[config.mk]
export PLATFORM = sky130hd
export DESIGN_NAME = round_robin_voice_allocator
export DESIGN_NICKNAME = d
export VERILOG_FILES = /design/src/sv/rrva_pkg.sv /design/src/sv/rrva_ctrl.sv /design/src/sv/rrva_dpath.sv /design/src/sv/round_robin_voice_allocator.sv
export SDC_FILE = /design/constraint.sdc
export NUM_CORES = 1
export LEC_CHECK = 0
export BUFFER_PORTS_ARGS = -buffer_cell sky130_fd_sc_hd__buf_2
export CORE_MARGIN = 8
export CORE_UTILIZATION = 60
export CTS_CLUSTER_SIZE = 25
export DETAILED_ROUTE_END_ITERATION = 8
export PLACE_DENSITY_LB_ADDON = 0.15
export SLEW_MARGIN = 10
export SYNTH_ARGS = -nofsm -noshare
export SYNTH_HDL_FRONTEND = slang
export SYNTH_SLANG_ARGS = --single-unit
[constraint.sdc]
create_clock -name clk -period 4.69 [get_ports clk]
set_clock_uncertainty 0.15 [all_clocks]
set_input_delay 0.938 -clock clk [delete_from_list [all_inputs] [get_ports clk]]
set_output_delay 0.938 -clock clk [all_outputs]
set_load 0.02 [all_outputs]
[src/sv/rrva_pkg.sv]
// shared constants, types and frame byte function for the round-robin voice allocator
package rrva_pkg;

    localparam int VOICE_COUNT = 3;
    localparam int SLOT_W      = (VOICE_COUNT > 1) ? $clog2(VOICE_COUNT) : 1;
    localparam int TRACK_W     = 16;
    localparam int BYTE_W      = 8;
    localparam int FRAME_BYTES = 8;
    localparam int BIDX_W      = $clog2(FRAME_BYTES);

    localparam logic [BYTE_W-1:0] FRAME_SOM1 = 8'hF0;
    localparam logic [BYTE_W-1:0] FRAME_SOM2 = 8'hAA;
    localparam logic [BYTE_W-1:0] FRAME_LEN  = 8'h08;
    localparam logic [BYTE_W-1:0] FRAME_CMD  = 8'h03;
    localparam logic [BYTE_W-1:0] CODE_PLAY  = 8'h01;
    localparam logic [BYTE_W-1:0] CODE_STOP  = 8'h04;
    localparam logic [BYTE_W-1:0] FRAME_EOM  = 8'h55;

    localparam logic [BIDX_W-1:0] BIDX_SOM1 = BIDX_W'(0);
    localparam logic [BIDX_W-1:0] BIDX_SOM2 = BIDX_W'(1);
    localparam logic [BIDX_W-1:0] BIDX_LEN  = BIDX_W'(2);
    localparam logic [BIDX_W-1:0] BIDX_CMD  = BIDX_W'(3);
    localparam logic [BIDX_W-1:0] BIDX_CODE = BIDX_W'(4);
    localparam logic [BIDX_W-1:0] BIDX_TRLO = BIDX_W'(5);
    localparam logic [BIDX_W-1:0] BIDX_TRHI = BIDX_W'(6);
    localparam logic [BIDX_W-1:0] BIDX_LAST = BIDX_W'(FRAME_BYTES - 1);

    typedef logic [SLOT_W-1:0]  slot_idx_t;
    typedef logic [TRACK_W-1:0] track_t;
    typedef logic [BIDX_W-1:0]  byte_idx_t;

    // controller to datapath
    typedef struct packed {
        logic capture;       // latch the pressed track
        logic clear_match;   // free the slot holding the pressed track, load its stop frame
        logic load_steal;    // load stop frame for the track under the pointer
        logic load_play;     // write slot, advance pointer, load play frame
        logic byte_step;     // one frame byte taken
    } rrva_cmd_t;

    // datapath to controller
    typedef struct packed {
        logic in_zero;       // offered track is the free marker
        logic match_hit;     // pressed track already holds a slot
        logic victim_busy;   // slot under the pointer is occupied
        logic byte_last;     // current byte closes its frame
        logic run_final;     // current frame closes the run
    } rrva_stat_t;

    function automatic logic [BYTE_W-1:0] frame_byte_at(
        input logic [BYTE_W-1:0] code,
        input track_t            track,
        input byte_idx_t         idx
    );
        logic [BYTE_W-1:0] b;
        case (idx)
            BIDX_SOM1: b = FRAME_SOM1;
            BIDX_SOM2: b = FRAME_SOM2;
            BIDX_LEN:  b = FRAME_LEN;
            BIDX_CMD:  b = FRAME_CMD;
            BIDX_CODE: b = code;
            BIDX_TRLO: b = track[BYTE_W-1:0];
            BIDX_TRHI: b = track[TRACK_W-1:BYTE_W];
            default:   b = FRAME_EOM;
        endcase
        return b;
    endfunction

endpackage

[src/sv/rrva_ctrl.sv]
// controller state machine: sequences lookup, steal, play and frame byte output
module rrva_ctrl
    import rrva_pkg::*;
(
    input  logic       clk,
    input  logic       rst_n,
    input  logic       in_valid,
    output logic       in_ready,
    output logic       out_valid,
    input  logic       out_ready,
    input  rrva_stat_t stat,
    output rrva_cmd_t  cmd
);

    typedef enum logic [2:0] {
        S_IDLE,
        S_FIND,
        S_CHECK,
        S_PLAY,
        S_EMIT
    } state_t;

    state_t state_reg, state_next;
    state_t ret_reg, ret_next;

    always_comb
    begin
        state_next = state_reg;
        ret_next   = ret_reg;
        cmd        = '0;
        in_ready   = 1'b0;
        out_valid  = 1'b0;
        case (state_reg)
            S_IDLE:
            begin
                in_ready = 1'b1;
                if (in_valid && !stat.in_zero)
                begin
                    cmd.capture = 1'b1;
                    state_next  = S_FIND;
                end
            end
            S_FIND:
            begin
                if (stat.match_hit)
                begin
                    cmd.clear_match = 1'b1;
                    ret_next        = S_CHECK;
                    state_next      = S_EMIT;
                end
                else
                begin
                    state_next = S_CHECK;
                end
            end
            S_CHECK:
            begin
                if (stat.victim_busy)
                begin
                    cmd.load_steal = 1'b1;
                    ret_next       = S_PLAY;
                    state_next     = S_EMIT;
                end
                else
                begin
                    state_next = S_PLAY;
                end
            end
            S_PLAY:
            begin
                cmd.load_play = 1'b1;
                ret_next      = S_IDLE;
                state_next    = S_EMIT;
            end
            S_EMIT:
            begin
                out_valid = 1'b1;
                if (out_ready)
                begin
                    cmd.byte_step = 1'b1;
                    if (stat.byte_last)
                        state_next = ret_reg;
                end
            end
            default:
            begin
                state_next = S_IDLE;
            end
        endcase
    end

    always_ff @(posedge clk or negedge rst_n)
    begin
        if (!rst_n)
        begin
            state_reg <= S_IDLE;
            ret_reg   <= S_IDLE;
        end
        else
        begin
            state_reg <= state_next;
            ret_reg   <= ret_next;
        end
    end

    // intake and output never overlap
    assert property (@(posedge clk) disable iff (!rst_n) !(in_ready && out_valid))
        else $error("intake open while a frame byte is offered");

    // the closing byte of the run reopens intake
    assert property (@(posedge clk) disable iff (!rst_n)
        (out_valid && out_ready && stat.byte_last && stat.run_final) |=> in_ready)
        else $error("intake not reopened after the last byte");

    // the play frame always ends the run
    assert property (@(posedge clk) disable iff (!rst_n)
        cmd.load_play |=> (out_valid && stat.run_final))
        else $error("play frame not marked final");

endmodule

[src/sv/rrva_dpath.sv]
// datapath: voice slot table, round-robin pointer and frame byte generator
module rrva_dpath
    import rrva_pkg::*;
(
    input  logic              clk,
    input  logic              rst_n,
    input  track_t            track_number,
    input  rrva_cmd_t         cmd,
    output rrva_stat_t        stat,
    output logic [BYTE_W-1:0] frame_byte,
    output logic              last_byte
);

    track_t            slots_reg [VOICE_COUNT];
    track_t            slots_next[VOICE_COUNT];
    track_t            track_reg, track_next;
    slot_idx_t         ptr_reg, ptr_next;
    logic [BYTE_W-1:0] code_reg, code_next;
    track_t            ftrack_reg, ftrack_next;
    logic              final_reg, final_next;
    byte_idx_t         idx_reg, idx_next;

    logic      match_hit;
    slot_idx_t match_idx;
    track_t    victim;

    // first slot holding the pressed track; lowest index wins
    always_comb
    begin
        match_hit = 1'b0;
        match_idx = '0;
        for (int i = VOICE_COUNT - 1; i >= 0; i--)
        begin
            if (slots_reg[i] == track_reg)
            begin
                match_hit = 1'b1;
                match_idx = SLOT_W'(i);
            end
        end
    end

    assign victim = slots_reg[ptr_reg];

    always_comb
    begin
        slots_next  = slots_reg;
        track_next  = track_reg;
        ptr_next    = ptr_reg;
        code_next   = code_reg;
        ftrack_next = ftrack_reg;
        final_next  = final_reg;
        idx_next    = idx_reg;

        if (cmd.capture)
            track_next = track_number;

        if (cmd.clear_match)
        begin
            slots_next[match_idx] = '0;
            code_next             = CODE_STOP;
            ftrack_next           = track_reg;
            final_next            = 1'b0;
            idx_next              = '0;
        end

        if (cmd.load_steal)
        begin
            code_next   = CODE_STOP;
            ftrack_next = victim;
            final_next  = 1'b0;
            idx_next    = '0;
        end

        if (cmd.load_play)
        begin
            slots_next[ptr_reg] = track_reg;
            ptr_next    = (ptr_reg == SLOT_W'(VOICE_COUNT - 1)) ? '0 : ptr_reg + 1'b1;
            code_next   = CODE_PLAY;
            ftrack_next = track_reg;
            final_next  = 1'b1;
            idx_next    = '0;
        end

        if (cmd.byte_step)
            idx_next = idx_reg + 1'b1;
    end

    always_ff @(posedge clk or negedge rst_n)
    begin
        if (!rst_n)
        begin
            for (int i = 0; i < VOICE_COUNT; i++)
                slots_reg[i] <= '0;
            ptr_reg   <= '0;
            final_reg <= 1'b0;
            idx_reg   <= '0;
        end
        else
        begin
            slots_reg <= slots_next;
            ptr_reg   <= ptr_next;
            final_reg <= final_next;
            idx_reg   <= idx_next;
        end
    end

    always_ff @(posedge clk)
    begin
        track_reg  <= track_next;
        code_reg   <= code_next;
        ftrack_reg <= ftrack_next;
    end

    assign stat.in_zero     = (track_number == '0);
    assign stat.match_hit   = match_hit;
    assign stat.victim_busy = (victim != '0);
    assign stat.byte_last   = (idx_reg == BIDX_LAST);
    assign stat.run_final   = final_reg;

    assign frame_byte = frame_byte_at(code_reg, ftrack_reg, idx_reg);
    assign last_byte  = final_reg && (idx_reg == BIDX_LAST);

    // pointer stays inside the slot table
    assert property (@(posedge clk) disable iff (!rst_n)
        ptr_reg <= SLOT_W'(VOICE_COUNT - 1))
        else $error("round-robin pointer out of range");

    // a play leaves the pressed track in the slot the pointer named
    assert property (@(posedge clk) disable iff (!rst_n)
        cmd.load_play |=> (slots_reg[$past(ptr_reg)] == $past(track_reg)))
        else $error("play did not store the track");

endmodule

[src/sv/round_robin_voice_allocator.sv]
// top level of the round-robin voice allocator with voice stealing
//
// Each accepted press names a track (1..65535); a press of track 0 is taken
// and dropped with no output. The block holds VOICE_COUNT voice slots and a
// round-robin pointer. A press of a track already playing first gives a stop
// frame for it and frees that slot; if the slot under the pointer is then
// occupied its track is stolen with a second stop frame; finally the track is
// written to that slot, a play frame follows and the pointer advances. Frames
// are eight bytes, F0 AA 08 03 code trackLo trackHi 55 (code 01 play, 04 stop),
// sent one byte per transaction on the output channel, with last_byte high on
// the final byte of the press's run (8, 16 or 24 bytes). The frame bytes are
// produced by a byte counter stepping once per output transaction. Besides its
// bytes, a press passes through lookup, steal check, slot update and the idle
// state that takes the next press; a dropped zero press only through idle.
// One press is handled at a time: in_ready is high only while no run is in
// progress. The slot table resets to all free and needs no clearing pass.
module round_robin_voice_allocator
    import rrva_pkg::*;
(
    input  logic              clk,
    input  logic              rst_n,
    input  logic              in_valid,
    output logic              in_ready,
    input  logic [TRACK_W-1:0] track_number,
    output logic              out_valid,
    input  logic              out_ready,
    output logic [BYTE_W-1:0] frame_byte,
    output logic              last_byte
);

    // command and status between sequencer and slot datapath
    rrva_cmd_t  cmd;
    rrva_stat_t stat;

    rrva_ctrl u_ctrl (
        .clk       (clk),
        .rst_n     (rst_n),
        .in_valid  (in_valid),
        .in_ready  (in_ready),
        .out_valid (out_valid),
        .out_ready (out_ready),
        .stat      (stat),
        .cmd       (cmd)
    );

    rrva_dpath u_dpath (
        .clk          (clk),
        .rst_n        (rst_n),
        .track_number (track_number),
        .cmd          (cmd),
        .stat         (stat),
        .frame_byte   (frame_byte),
        .last_byte    (last_byte)
    );

endmodule
Word level (Yosys, flattened, before mapping) --
Cells that the tools add are included.
Storage, ports and cells: register bits after elaboration 94, output and inout bits 11, word-level logic and storage cells 106
Cells by class: add/sub/neg operators 2, order comparisons 4, eq/ne operators 20, muxes and demuxes 50, bitwise logic cells 4, reduce and logical (&&, ||, !) cells 15
Operators by type and width (count):
- two-way mux 16 bit | 7
- two-way mux 48 bit | 2
- demux 16 bit (select 2 bit) | 2
- case mux 8 bit (7 select lines) | 1
- AND 48 bit | 1
- bitwise mux 48 bit | 1
- equality test 16 bit | 3
- inverter 48 bit | 1
- two-way mux 3 bit | 13
- binary-select mux 16 bit (select 2 bit) | 1
- two-way mux 1 bit | 17
- zero test 16 bit | 1
- nonzero test 16 bit | 1
- equality test 3 bit (second input constant) | 5
- case mux 3 bit (5 select lines) | 1
- equality test 3 x 2 -> 1 bit (second input constant) | 4
- case mux 3 bit (3 select lines) | 1
- two-way mux 2 bit | 4
- equality test 3 x 1 -> 1 bit (second input constant) | 2
- >= comparator 3 bit (second input constant) | 2
- zero test 3 bit | 2
- less-than comparator 3 x 1 -> 1 bit (second input constant) | 2
- != test 2 bit (second input constant) | 3
- inverter 2 -> 3 bit | 2
- 10 further kinds | 16

Longest topological paths before layout --
depth after elaboration 14, depth in mapped cells 9, mapped depth without buffers 6

By module --
Synthesis repeated with hierarchy kept, for this count alone.
Second synthesis, totals: cell total of the unflattened synthesis 533, area, all modules 5165.0 sq um
By module, submodules not included:
- rrva_dpath | times used 1, cells each 492, area each 4790.8 sq um, sequential area each 2352.3 sq um
- rrva_ctrl | times used 1, cells each 41, area each 374.1 sq um, sequential area each 125.1 sq um

Worst setup path before layout --
No wires, ideal clock.
kind register to output, start point register u_dpath.idx_reg[2], end point output frame_byte[4], arrival time 1814 ps, setup slack 1788 ps, cell stages (with the launch flop) 6, path buffers 1, cell sequence dfrtp_1 > clkbuf_1 > clkinv_1 > a2111oi_0 > a21oi_1 > o21ai_0
Between the ends: cells in the longest elaborated chain, start to end 2, elaborated cells on any way between the ends 8
RTL lines:
- start, declared | RTL line rrva_dpath.sv:21 | byte_idx_t idx_reg, idx_next;
- start signal, assigned | RTL line rrva_dpath.sv:103 | idx_reg <= idx_next;
- equality test 3 bit, or another cell as far along | RTL line rrva_pkg.sv:56 | case (idx)
- case mux 8 bit (7 select lines) (*) | RTL line rrva_pkg.sv:56
- end, declared | RTL line round_robin_voice_allocator.sv:27 | output logic [BYTE_W-1:0] frame_byte,
Every way passes the cells marked *; elsewhere a longest branch is shown, timed or not.

Final worst setup path --
start point register u_dpath.idx_reg[2], end point output frame_byte[6]
The elaborated chain is that of the path after synthesis.

==> impl_metrics.json <==
{
  "fin_area_sq_um": 5080,
  "grt_overflow": 0,
  "fin_nets": 423,
  "outcome": "complete, no violations",
  "syn_to_final_growth_pct": 6.59,
  "place_hpwl_mm": 7.68,
  "max-clock-path-buffers": 2,
  "power_mw": 3.39,
  "insertion_delay_ns": 0.36,
  "cts_tree": "built",
  "placed_cell_area_sq_um": 4900,
  "synth-async-reset-ratio_pct": 63.4,
  "yosysTopAreaCellShare_pct": 31.0,
  "grt_usage_pct": 19.8,
  "grt_use_met3_pct": 5.28,
  "largest_register_ff_count": 48,
  "synth_seq_cells": 93,
  "grt_pass1_vias": 3314,
  "power.switching_mw": 1.32,
  "drt_iter0_markers": 186,
  "cts.sinks": 93,
  "use_met2_pct": 32.5,
  "ioPinCount": 31,
  "clkTransAtPathRegs_ns": 0.09,
  "grt_busiest_layer": "met2",
  "grt_setup_unrepaired": "false",
  "core-area_sq_um": 7730,
  "power.leakage_nw": 2.04,
  "die_w_microns": 105,
  "synth_common_cells": "59 x dfrtp_1, 48 x a22o_1, 48 x xnor2_1",
  "root_buffer": "clkbuf_8",
  "max_slew.worst_pin.slew_ns": 1.10,
  "worstPathMaxFanout": 10,
  "worstHoldPathType": "reg2reg",
  "post_cts_buffers": 0,
  "pwr-share-seq_pct": 47.1,
  "place_ws_ns": 1.34,
  "path_cells": "clkinv_1, a2111oi_0, a21oi_1, o21ai_0, buf_2",
  "r2r_start": "u_dpath.ptr_reg[0]$_DFFE_PN0P_",
  "cp.arrival_ns": 2.42,
  "vias": 3197,
  "cts_resized": 0,
  "required_ns": 3.60,
  "relSlewSlack_pct": 26.6,
  "io_buffers": 30,
  "clock_power_share_pct": 15.3,
  "synth_area_per_cell_sq_um": 12.4,
  "firstDrtPassIters": 5,
  "hp-start": "u_dpath.code_reg[2]$_SDFFE_PP0P_",
  "synth_top_area_cell": "dfrtp_1",
  "synthFlopType": "dfrtp_1",
  "critPathKind": "reg2out",
  "synth_most_common_cell": "dfrtp_1",
  "synth_cell_types": 50,
  "hold_buffers": 0,
  "htree_levels": 3,
  "fmax_ghz": 0.285,
  "grt_use_met1_pct": 24.7,
  "switching_share_pct": 38.8,
  "start_util_pct": 61.7,
  "n_fill_cell": 601,
  "antenna_cells": 0,
  "ys_seq_area_share_pct": 52.0,
  "min_period_ns": 3.51,
  "synth.cell_area_sq_um": 4770,
  "endpoint_kind": "output port",
  "critPathLaunch": "u_dpath.idx_reg[2]$_DFFE_PN0P_",
  "synthCells": 385,
  "final_core_util_pct": 65.7,
  "setup_tns_ns": 0,
  "gp_congestion": 0.909,
  "hold_viol_final": 0,
  "peakVddDrop_mv": 0.321,
  "yosysWarningCount": 0,
  "wl_per_cell_microns": 21.2,
  "cts_made_buffers": 9,
  "grt_antenna_before_repair": 0,
  "critical_path.startpoint_type": "register",
  "setup_ws_ns": 1.18,
  "ant_nets": 0,
  "syn-num-nets": 411,
  "layout-drive-gt1-share_pct": 16.7,
  "synth_edf_count": 32,
  "wl_mm": 10.7,
  "die_area_sq_um": 11100,
  "setup_viol": 0,
  "remaining_drc_errors": 0,
  "power_density_nw_per_um2": 667,
  "fin_crit_sh_pct": 74.9,
  "die_h_microns": 105,
  "grt_pass1_wl_mm": 17.3,
  "intPower_mw": 2.07,
  "row_count": 32,
  "maxCapViolCount": 0,
  "synthTopCellsByArea": "dfrtp_1 31%, edfxtp_1 20%, a22o_1 8.8%, xnor2_1 8.8%, mux2i_1 3.4%",
  "grt_max_degree": 60,
  "pwr-share-comb_pct": 37.6,
  "slowest_stage": "a2111oi_0",
  "drv_slew": 0,
  "cpPeakStageDelay_ns": 0.84,
  "vias_per_cell": 6.34
}
## power groups by stage
stage	registers [mW]	logic, mW	clock network (mW)
after global placement	1.61	1.23	0
final	1.60	1.27	0.518
after global routing	1.63	1.39	0.557
after CTS	1.58	1.28	0.525
after detailed placement	1.60	1.26	0
after floorplan	1.37	1.16	0
## layout make-up
cell class / count / area, sq um / share of cell area, %
clock inverters: 4 / 47.5 / 0.936
clock buffers: 12 / 135 / 2.66
repair buffers: 36 / 195 / 3.84
well taps: 102 / 128 / 2.51
inverters: 5 / 18.8 / 0.369
multi-input cells: 252 / 2080 / 40.9
flip-flops and latches: 93 / 2480 / 48.8
## per-stage QoR
stage,instances,hold slack (ns)
after detailed placement,488,0.298
after global placement,488,0.298
after floorplan,385,0.275
final,504,0.311
after CTS,504,0.312
after global routing,504,0.326
## final timing paths
check / endpoint / slack, ns / cells after the start
worst max-delay path: frame_byte[6] / 1.18 / 5
worst min-delay path: u_dpath.code_reg[2]$_SDFFE_PP0P_ / 0.31 / 2
worst max register to register: u_dpath.ftrack_reg[6]$_DFFE_PP_ / 1.30 / 6
worst min register to register: u_dpath.code_reg[2]$_SDFFE_PP0P_ / 0.31 / 2
max in group asynchronous: u_dpath.slots_reg[9]$_DFF_PN0_ / 3.33 / 2
min in group asynchronous: u_dpath.slots_reg[38]$_DFF_PN0_ / 0.57 / 2
## critical path, delay by kind of cell (launching register included)
| kind | cells | cell delay [ns] |
|---|---|---|
| DFF | 1 | 0.51 |
| buffers and inverters | 2 | 0.49 |
| AOI/OAI and AO/OA | 3 | 1.07 |
## kinds of logic (layout without fill, tap and decap cells)
family	count (synthesis)	count (layout)	synth area share, %
xor gates and xnor gates	48	48	8.82
muxes	32	32	7.14
adders and majority gates	6	6	1.58
AOI/OAI and AO/OA	102	102	17.6
and+or+nand+nor	64	64	8.43
buffers and inverters	40	57	4.41
DFF	93	93	52.0
## cells in the final DEF (no fill, tap or decap), drive strengths merged, types with 2 or more instances in the layout
cell type   n
a22o       48
dfxtp       2
nand2      13
mux2       16
nand4      14
mux2i      16
o22a        3
nor2        5
and2        2
o21ai       7
ha          6
clkbuf     12
inv         6
a22oi       2
and3        3
nor3        4
nor3b       4
buf        36
dfrtp      59
nand2b      2
a21o        4
nor2b       2
edfxtp     32
clkinv      2
nor4       11
a31oi       3
xnor2      48
o2bb2ai    17
a222oi      2
a21oi      11
## routing by layer
layer | part of all wire (%) | wire length (microns)
met1 | 44 | 4720
met2 | 48 | 5140
met3 | 6.1 | 654
met4 | 1.7 | 182
met5 | 0 | 0
No activity file was read; power rests on OpenSTA's default activity.
